$ cat src/hdl/assert_macros.svh
// ---------------------------------------------------------------------------
// assertion macros
// shared concurrent assertion forms, clocked on clk, quiet while rst_n is low
// ---------------------------------------------------------------------------
`ifndef ASSERT_MACROS_SVH
`define ASSERT_MACROS_SVH

// property holds at every edge outside reset
`define POFTR_ASSERT(name, prop, msg) \
  name: assert property (@(posedge clk) disable iff (!rst_n) prop) \
    else $error(msg);

// when ante holds, cons holds in the cycle after
`define POFTR_ASSERT_NEXT(name, ante, cons, msg) \
  name: assert property (@(posedge clk) disable iff (!rst_n) (ante) |=> (cons)) \
    else $error(msg);

`endif

$ cat src/hdl/poftr_pkg.sv
// ---------------------------------------------------------------------------
// poftr_pkg
// widths, queue entry types and saturating helpers of the force/torque reducer
// ---------------------------------------------------------------------------
package poftr_pkg;

  localparam int IDX_W          = 10;
  localparam int IN_W           = 32;
  localparam int ARM_W          = IN_W + 1;
  localparam int PROD_W         = ARM_W + IN_W;
  localparam int FRAC_W         = 16;
  localparam int CROSS_W        = PROD_W - FRAC_W;
  localparam int ACC_W          = 48;
  localparam int EXT_W          = ACC_W + 2;
  localparam int NUM_COMP       = 6;
  localparam int QUEUE_DEPTH    = 4;
  localparam int BODY_COUNT_DEF = 1024;

  // component slots of the sum vectors
  localparam int C_FX = 0;
  localparam int C_FY = 1;
  localparam int C_FZ = 2;
  localparam int C_TX = 3;
  localparam int C_TY = 4;
  localparam int C_TZ = 5;

  localparam logic [ACC_W-1:0] SAT_MAX = {1'b0, {(ACC_W-1){1'b1}}};
  localparam logic [ACC_W-1:0] SAT_MIN = {1'b1, {(ACC_W-1){1'b0}}};

  typedef logic [NUM_COMP-1:0][ACC_W-1:0] vec6_t;

  typedef struct packed {
    logic [IN_W-1:0]    fx;
    logic [IN_W-1:0]    fy;
    logic [IN_W-1:0]    fz;
    logic [CROSS_W-1:0] tx;
    logic [CROSS_W-1:0] ty;
    logic [CROSS_W-1:0] tz;
    logic [IDX_W-1:0]   idx;
    logic               last;
    logic               empty;
  } qent_t;

  typedef struct packed {
    logic  push;
    qent_t ent;
  } qwr_t;

  typedef struct packed {
    logic  valid;
    qent_t ent;
  } qrd_t;

  // clamp a two-guard-bit value to the 48-bit range
  function automatic logic [ACC_W-1:0] sat48(input logic [EXT_W-1:0] v);
    logic [ACC_W-1:0] r;
    if (v[EXT_W-1:ACC_W-1] == '0 || v[EXT_W-1:ACC_W-1] == '1) begin
      r = v[ACC_W-1:0];
    end else if (v[EXT_W-1]) begin
      r = SAT_MIN;
    end else begin
      r = SAT_MAX;
    end
    return r;
  endfunction

  // difference of two products, each floored to q16.16
  function automatic logic [CROSS_W-1:0] cross_q16(input logic [PROD_W-1:0] pa,
                                                   input logic [PROD_W-1:0] pb);
    logic [CROSS_W:0] d;
    d = {pa[PROD_W-1], pa[PROD_W-1:FRAC_W]} - {pb[PROD_W-1], pb[PROD_W-1:FRAC_W]};
    return d[CROSS_W-1:0];
  endfunction

endpackage

$ cat src/hdl/poftr_queue.sv
// ---------------------------------------------------------------------------
// poftr_queue
// short register fifo between the front and the back
// ---------------------------------------------------------------------------
`include "assert_macros.svh"

module poftr_queue import poftr_pkg::*; (
  input  logic clk,
  input  logic rst_n,
  input  qwr_t q_wr,
  output logic q_full,
  output qrd_t q_rd,
  input  logic q_pop
);

  localparam int PTR_W = $clog2(QUEUE_DEPTH);
  localparam int CNT_W = $clog2(QUEUE_DEPTH + 1);

  qent_t            ent_r [QUEUE_DEPTH];
  logic [PTR_W-1:0] wr_ptr_r, rd_ptr_r;
  logic [CNT_W-1:0] cnt_r, cnt_nxt;

  assign q_full     = (cnt_r == CNT_W'(QUEUE_DEPTH));
  assign q_rd.valid = (cnt_r != '0);
  assign q_rd.ent   = ent_r[rd_ptr_r];

  always_comb begin
    cnt_nxt = cnt_r;
    if (q_wr.push && !q_pop) begin
      cnt_nxt = cnt_r + 1'b1;
    end else if (!q_wr.push && q_pop) begin
      cnt_nxt = cnt_r - 1'b1;
    end
  end

  always_ff @(posedge clk) begin
    if (!rst_n) begin
      wr_ptr_r <= '0;
      rd_ptr_r <= '0;
      cnt_r    <= '0;
    end else begin
      if (q_wr.push) begin
        wr_ptr_r <= wr_ptr_r + 1'b1;
      end
      if (q_pop) begin
        rd_ptr_r <= rd_ptr_r + 1'b1;
      end
      cnt_r <= cnt_nxt;
    end
  end

  always_ff @(posedge clk) begin
    if (q_wr.push) begin
      ent_r[wr_ptr_r] <= q_wr.ent;
    end
  end

  `POFTR_ASSERT(a_q_no_overflow, q_wr.push |-> !q_full, "push into a full queue")
  `POFTR_ASSERT(a_q_no_underflow, q_pop |-> (cnt_r != '0), "pop from an empty queue")
  `POFTR_ASSERT(a_q_cnt_bound, cnt_r <= CNT_W'(QUEUE_DEPTH), "queue count out of range")

endmodule

$ cat config.mk
export PLATFORM = sky130hd
export DESIGN_NAME = poftr_queue
export DESIGN_NICKNAME = d
export VERILOG_FILES = /design/src/hdl/poftr_pkg.sv /design/src/hdl/poftr_queue.sv
export VERILOG_INCLUDE_DIRS = /design/src /design/src/hdl
export SDC_FILE = /design/constraint.sdc
export NUM_CORES = 1
export LEC_CHECK = 0
export BUFFER_PORTS_ARGS = -buffer_cell sky130_fd_sc_hd__buf_2
export CORE_ASPECT_RATIO = 1.75
export CORE_MARGIN = 2
export CORE_UTILIZATION = 40
export CTS_CLUSTER_SIZE = 28
export DETAILED_ROUTE_END_ITERATION = 7
export HOLD_SLACK_MARGIN = 0.06
export PLACE_DENSITY_LB_ADDON = 0.05
export RECOVER_POWER = 100
export SLEW_MARGIN = 20
export SYNTH_ARGS = -nofsm -noshare
export SYNTH_HDL_FRONTEND = slang
export SYNTH_SLANG_ARGS = --single-unit
$ cat constraint.sdc
create_clock -name clk -period 6.6 [get_ports clk]
set_input_delay 0 -clock clk [delete_from_list [all_inputs] [get_ports clk]]
set_output_delay 0 -clock clk [all_outputs]
set_load 0.02 [all_outputs]
# Word-level counts from Yosys, hierarchy flattened
# Memories as Yosys holds them, arrays and structs flattened. A register that Yosys moved wholly into a read port is not among the register bits.
# Index checks and enable logic that the tools add are counted.
# Widths: inputs -> output; s select.
# word_totals
output_inout_bits	257
latch_bits	0
elab_cells	21
mem_bits_ro	0
reg_bits	7
ramBits	1020
memories	1
input_bits	259
# classes
bitwise_logic	0
shifts	0
n_addsub	4
n_reduce_logical	6
muxes	6
n_mul	0
magnitude_cmp	0
eq_ne	1
div_mod_pow	0
# memory_table
name	depth	word_bits	read_ports	rd_clocked_by_memory_dff	write_ports	line_no	source
ent_r	4	255	1	1	1	poftr_queue.sv:19	qent_t ent_r [QUEUE_DEPTH];
# ops
op	count
$mux 3	2
$add 2x1->2 const B	2
$mux 2	2
$add 3x1->3 const B	1
$eq 3x3->1 const B	1
$reduce_bool 3->1	1
$sub 3x1->3 const B	1
$logic_and 1x1->1	2
$logic_not 1->1	2
$mux 1	2
$reduce_bool 2->1	1

# Depth between registers and ports, before layout
# logic_depth
ltp_word	4
mapped_depth	7
depth_no_buf	7

# Worst setup path before layout
# No wires, ideal clock.
# synth_path
path_kind	register -> register
start	register wr_ptr_r[0]
end	memory ent_r[0][0] (netlist bit), enable pin
setup_ps	647
t_arrival_ps	6321
slack_ps	-368
n_path_buf	0
required_time_ps	5953
stages_incl_launch_ff	4
path_cell_list	dfxtp_1 inv_1 ha_1 and2_1
# synth_lines
element	line_no	source
from (decl)	poftr_queue.sv:20	logic [PTR_W-1:0] wr_ptr_r, rd_ptr_r;
from (signal assigned)	poftr_queue.sv:43	wr_ptr_r <= wr_ptr_r + 1'b1;
to (decl)	poftr_queue.sv:19	
# No word-level cell before the write port.

# Final worst setup path
# layout_path
start	register wr_ptr_r[0]
end	memory ent_r[0][170] (netlist bit), enable pin
# No word-level cell before the write port.

==> out/metrics.csv <==
stage,metric,value,unit
clock_network,post-cts-setup-buffers,0,
placed_design,sum_of_net_half_perimeters_after_detailed_placement,48300,µm
clock_network,cts.htree.levels,3,
pwr,comb_power_share,11.6,%
clock_network,post_cts_resized,0,
min_path,worst_hold_path.num_cells,2,
floorplan,design.portCount,516,
pwr,share_seq_of_total_power,52.0,%
global_routing,antenna_found_initial,8,
synthesis,synth-simple-area-share,0.247,%
min_path,hold_end,ent_r[0][94],
finish,areaGrowthSynthToFinish,27.2,%
floorplan,fp.dieArea,96200,µm²
status,outcome,"finished, violations left",
detailed_routing,drt-initial-drc-count,895,
placed_design,detailedPlace.worstSlack,3920,ps
synthesis,netlist_area,37500,µm²
timing,sum_of_negative_setup_slack,0,ps
worst_setup_path,critical_path.startpoint_type,register,
worst_setup_path,critPathRequiredTime,6790,ps
placed_design,io_buffers,515,
clock_network,cts_buffer_depth,3,
min_path,min_delay_src,q_wr[94],
synthesis,postSynthRegisterBits,1029,
pwr,p_per_area,307,nW/µm²
placed_design,place.gp.congestion,0.730,
detailed_routing,firstDrtPassIters,4,
pwr,power_frac_clock,36.4,%
floorplan,fp-row-count,148,
synthesis,synth_cells,1375,
synthesis,synth_compound_gate_area_share,0.0334,%
timing,report.final.setup_viol,0,
synthesis,synth-adder-area-share,0.220,%
floorplan,die_x,235,µm
clock_network,cts_made_buffers,94,
synthesis,yosys-mux-area-fraction,15.4,%
timing,timing.max_slew.rel_slack,-141,%
floorplan,floorplan.initialDensity,40.3,%
pwr,vdd_ir_max,0.219,mV
pwr,netSwitchingPower,0.00341,W
synthesis,synthesis.nets,1640,
detailed_routing,via_per_inst,5.03,
detailed_routing,wire_per_inst,23.3,µm
global_routing,globalRoute.totalOverflow,0,
timing,rsz0062_at_grt,no,
timing,layout_setup_ws,2040,ps
synthesis,syn_area_per_cell,27.3,µm²
synthesis,ys_types,20,
timing,worst_pin_slew,3620,ps
worst_setup_path,reg2reg_setup_slack,2040,ps
detailed_routing,remaining_drc_errors,0,
worst_setup_path,worst-path-max-fanout,110,
finish,num-nets-final,2612,
worst_setup_path,critPathKind,register to register,
worst_setup_path,reg2regPathDepth,4,
global_routing,grt_util_all_layers,17.8,%
timing,timing.fmax,219,MHz
timing,timing_hold_violations_final,0,
clock_network,tritoncts_clock_tree,yes,
timing,number_of_slew_limit_violations_in_the_final_report,554,
worst_setup_path,r2r-end,ent_r[0][170],
timing,share_of_the_cycle_needed_by_the_critical_path_after_routing,69.1,%
clock_network,post_cts_hold_buffer_count,404,
timing,min_period,4560,ps
timing,clock_skew,15.2,ps
floorplan,design.core.area,93000,µm²
status,violations_in_the_final_reports,"capacitance limit, slew limit",
pwr,sw_frac_of_total,23.3,%
finish,drive_gt1_share,21.9,%
min_path,min_path_type,input pin to register,
global_routing,vias_in_the_first_global_route,20200,
worst_setup_path,arrival,4750,ps
floorplan,die_height,409,µm
detailed_routing,num_vias,18200,
worst_setup_path,crit_path_end_kind,register,
detailed_routing,drt.antenna.violating_nets,0,
worst_setup_path,regToRegStartpoint,wr_ptr_r[0],
clock_network,clk_root_buffer_cell,sky130_fd_sc_hd__clkbuf_16,
synthesis,synth_xor_area_share,0.117,%
clock_network,cts.sinks,1029,
detailed_routing,routed_wirelength,84300,µm
clock_network,clock_edge_transition_at_the_registers_on_the_reported_setup_and_hold_paths,60,ps
synthesis,synthesis.yosys.warnings,0,
clock_network,later_pin_clock_latency_in_the_skew_report,660,ps
pwr,total_internal_power,0.0112,W
global_routing,grt_max_degree,117,
pwr,power,0.0147,W
synthesis,combinational_family_with_the_most_area_after_synthesis,multiplexers,
run,timing.max_cap.violations,7,
global_routing,first_pass_grt_wire_length,128000,µm
pwr,power.static_leakage,15.2,nW
finish,final.fill_count,7715,
synthesis,seq_area_frac_synth,82.2,%
## cell usage after synthesis
library cell / instances / area, µm²
sky130_fd_sc_hd__nor3b_1: 1 / 7.51
sky130_fd_sc_hd__buf_12: 22 / 440
sky130_fd_sc_hd__clkbuf_1: 3 / 11.3
sky130_fd_sc_hd__inv_1: 4 / 15.0
sky130_fd_sc_hd__mux2i_1: 2 / 20.0
sky130_fd_sc_hd__ha_1: 5 / 62.6
sky130_fd_sc_hd__o21ai_0: 1 / 5.00
sky130_fd_sc_hd__dfxtp_1: 9 / 180
sky130_fd_sc_hd__fa_1: 1 / 20.0
sky130_fd_sc_hd__mux4_2: 255 / 5740
sky130_fd_sc_hd__or3_1: 2 / 12.5
sky130_fd_sc_hd__nor2b_1: 2 / 12.5
sky130_fd_sc_hd__a21boi_0: 1 / 7.51
sky130_fd_sc_hd__and2_1: 9 / 56.3
sky130_fd_sc_hd__xnor2_1: 2 / 17.5
sky130_fd_sc_hd__xor2_1: 3 / 26.3
sky130_fd_sc_hd__buf_6: 7 / 78.8
sky130_fd_sc_hd__nand2_1: 1 / 3.75
sky130_fd_sc_hd__buf_2: 25 / 125
sky130_fd_sc_hd__edfxtp_1: 1020 / 30600
## worst max-delay path by stage
stage                 from            end  slack, ps  cells after the start
6_report       wr_ptr_r[0]  ent_r[0][170]       2040                      4
4_1_cts           register       q_rd[92]       3270                      3
3_3_place_gp   wr_ptr_r[1]   ent_r[1][43]       3890                      4
5_1_grt        wr_ptr_r[0]   ent_r[0][42]       1640                      4
3_5_place_dp   wr_ptr_r[1]   ent_r[1][17]       3920                      4
2_1_floorplan  wr_ptr_r[0]    ent_r[2][0]       2500                      3
## kinds of logic after synthesis
logic type / count (synthesis)
mux: 257
fa+ha+maj: 6
buf+inv: 61
xor+xnor: 5
flops: 1029
compound gates: 2
simple gates: 15
## through the flow
step                cell area, µm²  std cells  hold slack, ps  utilization, %
CTS                          48200       3618            60.7            51.8
detailed placement           41200       3047             215            44.3
floorplan                    37500       1375            98.9               -
finish                       47600       3624             146            51.3
global placement             41200       3047             210            44.3
global route                 47600       3620             142            51.2
## layout by cell type (no fill, tap or decap), types with 3 or more instances in the layout
master,n
sky130_fd_sc_hd__clkbuf_16,97
sky130_fd_sc_hd__buf_4,3
sky130_fd_sc_hd__edfxtp_1,1020
sky130_fd_sc_hd__mux4_2,255
sky130_fd_sc_hd__clkbuf_2,4
sky130_fd_sc_hd__dfxtp_1,8
sky130_fd_sc_hd__xor2_1,3
sky130_fd_sc_hd__ha_1,5
sky130_fd_sc_hd__dlygate4sd3_1,404
sky130_fd_sc_hd__clkinv_1,27
sky130_fd_sc_hd__clkinv_2,11
sky130_fd_sc_hd__buf_2,136
sky130_fd_sc_hd__inv_6,3
sky130_fd_sc_hd__clkbuf_1,396
sky130_fd_sc_hd__diode_2,6
sky130_fd_sc_hd__and2_0,5
sky130_fd_sc_hd__inv_1,4
sky130_fd_sc_hd__bufinv_16,9
sky130_fd_sc_hd__buf_12,7
## power groups by stage
stage	Combinational [W]	Clock, W	Sequential (W)
after floorplan	0.00104	0	0.00773
after global placement	0.00161	0	0.00772
after detailed placement	0.00162	0	0.00774
after CTS	0.00182	0.00552	0.00760
after global routing	0.00183	0.00577	0.00764
final	0.00170	0.00534	0.00761
## metal layers
layer	vias up	GRT usage (%)	part of all wire (%)	routed length, µm
met5	-	0	0.098	83
met4	12	5.35	1.9	1630
met3	108	5.79	7.8	6590
met2	487	29.7	50	42200
met1	9661	22.1	40	33800
li1	7948	-	-	-
## state kept, by name (all words and copies together) (netlist names), named ones only
signal    flops
wr_ptr_r      2
rd_ptr_r      2
ent_r      1020
cnt_r         3
## final cells by class
cell class	instances	area (µm²)	area share, %
Antenna cell	6	15.0	0.0315
Sequential cell	1029	30800	64.7
Clock inverter	52	480	1.01
Clock buffer	115	2490	5.24
Timing Repair Buffer	933	6330	13.3
Inverter	4	15.0	0.0315
Tap cell	1200	1500	3.15
Multi-Input combinational cell	285	6000	12.6
## worst max-delay path, stage by stage, from the launching register on
cell and delay [ps]:
sky130_fd_sc_hd__dfxtp_1 340, sky130_fd_sc_hd__inv_1 100, sky130_fd_sc_hd__ha_1 170, sky130_fd_sc_hd__and2_4 690
sky130_fd_sc_hd__clkbuf_2 2430
Power figures use the tool's default switching activity.
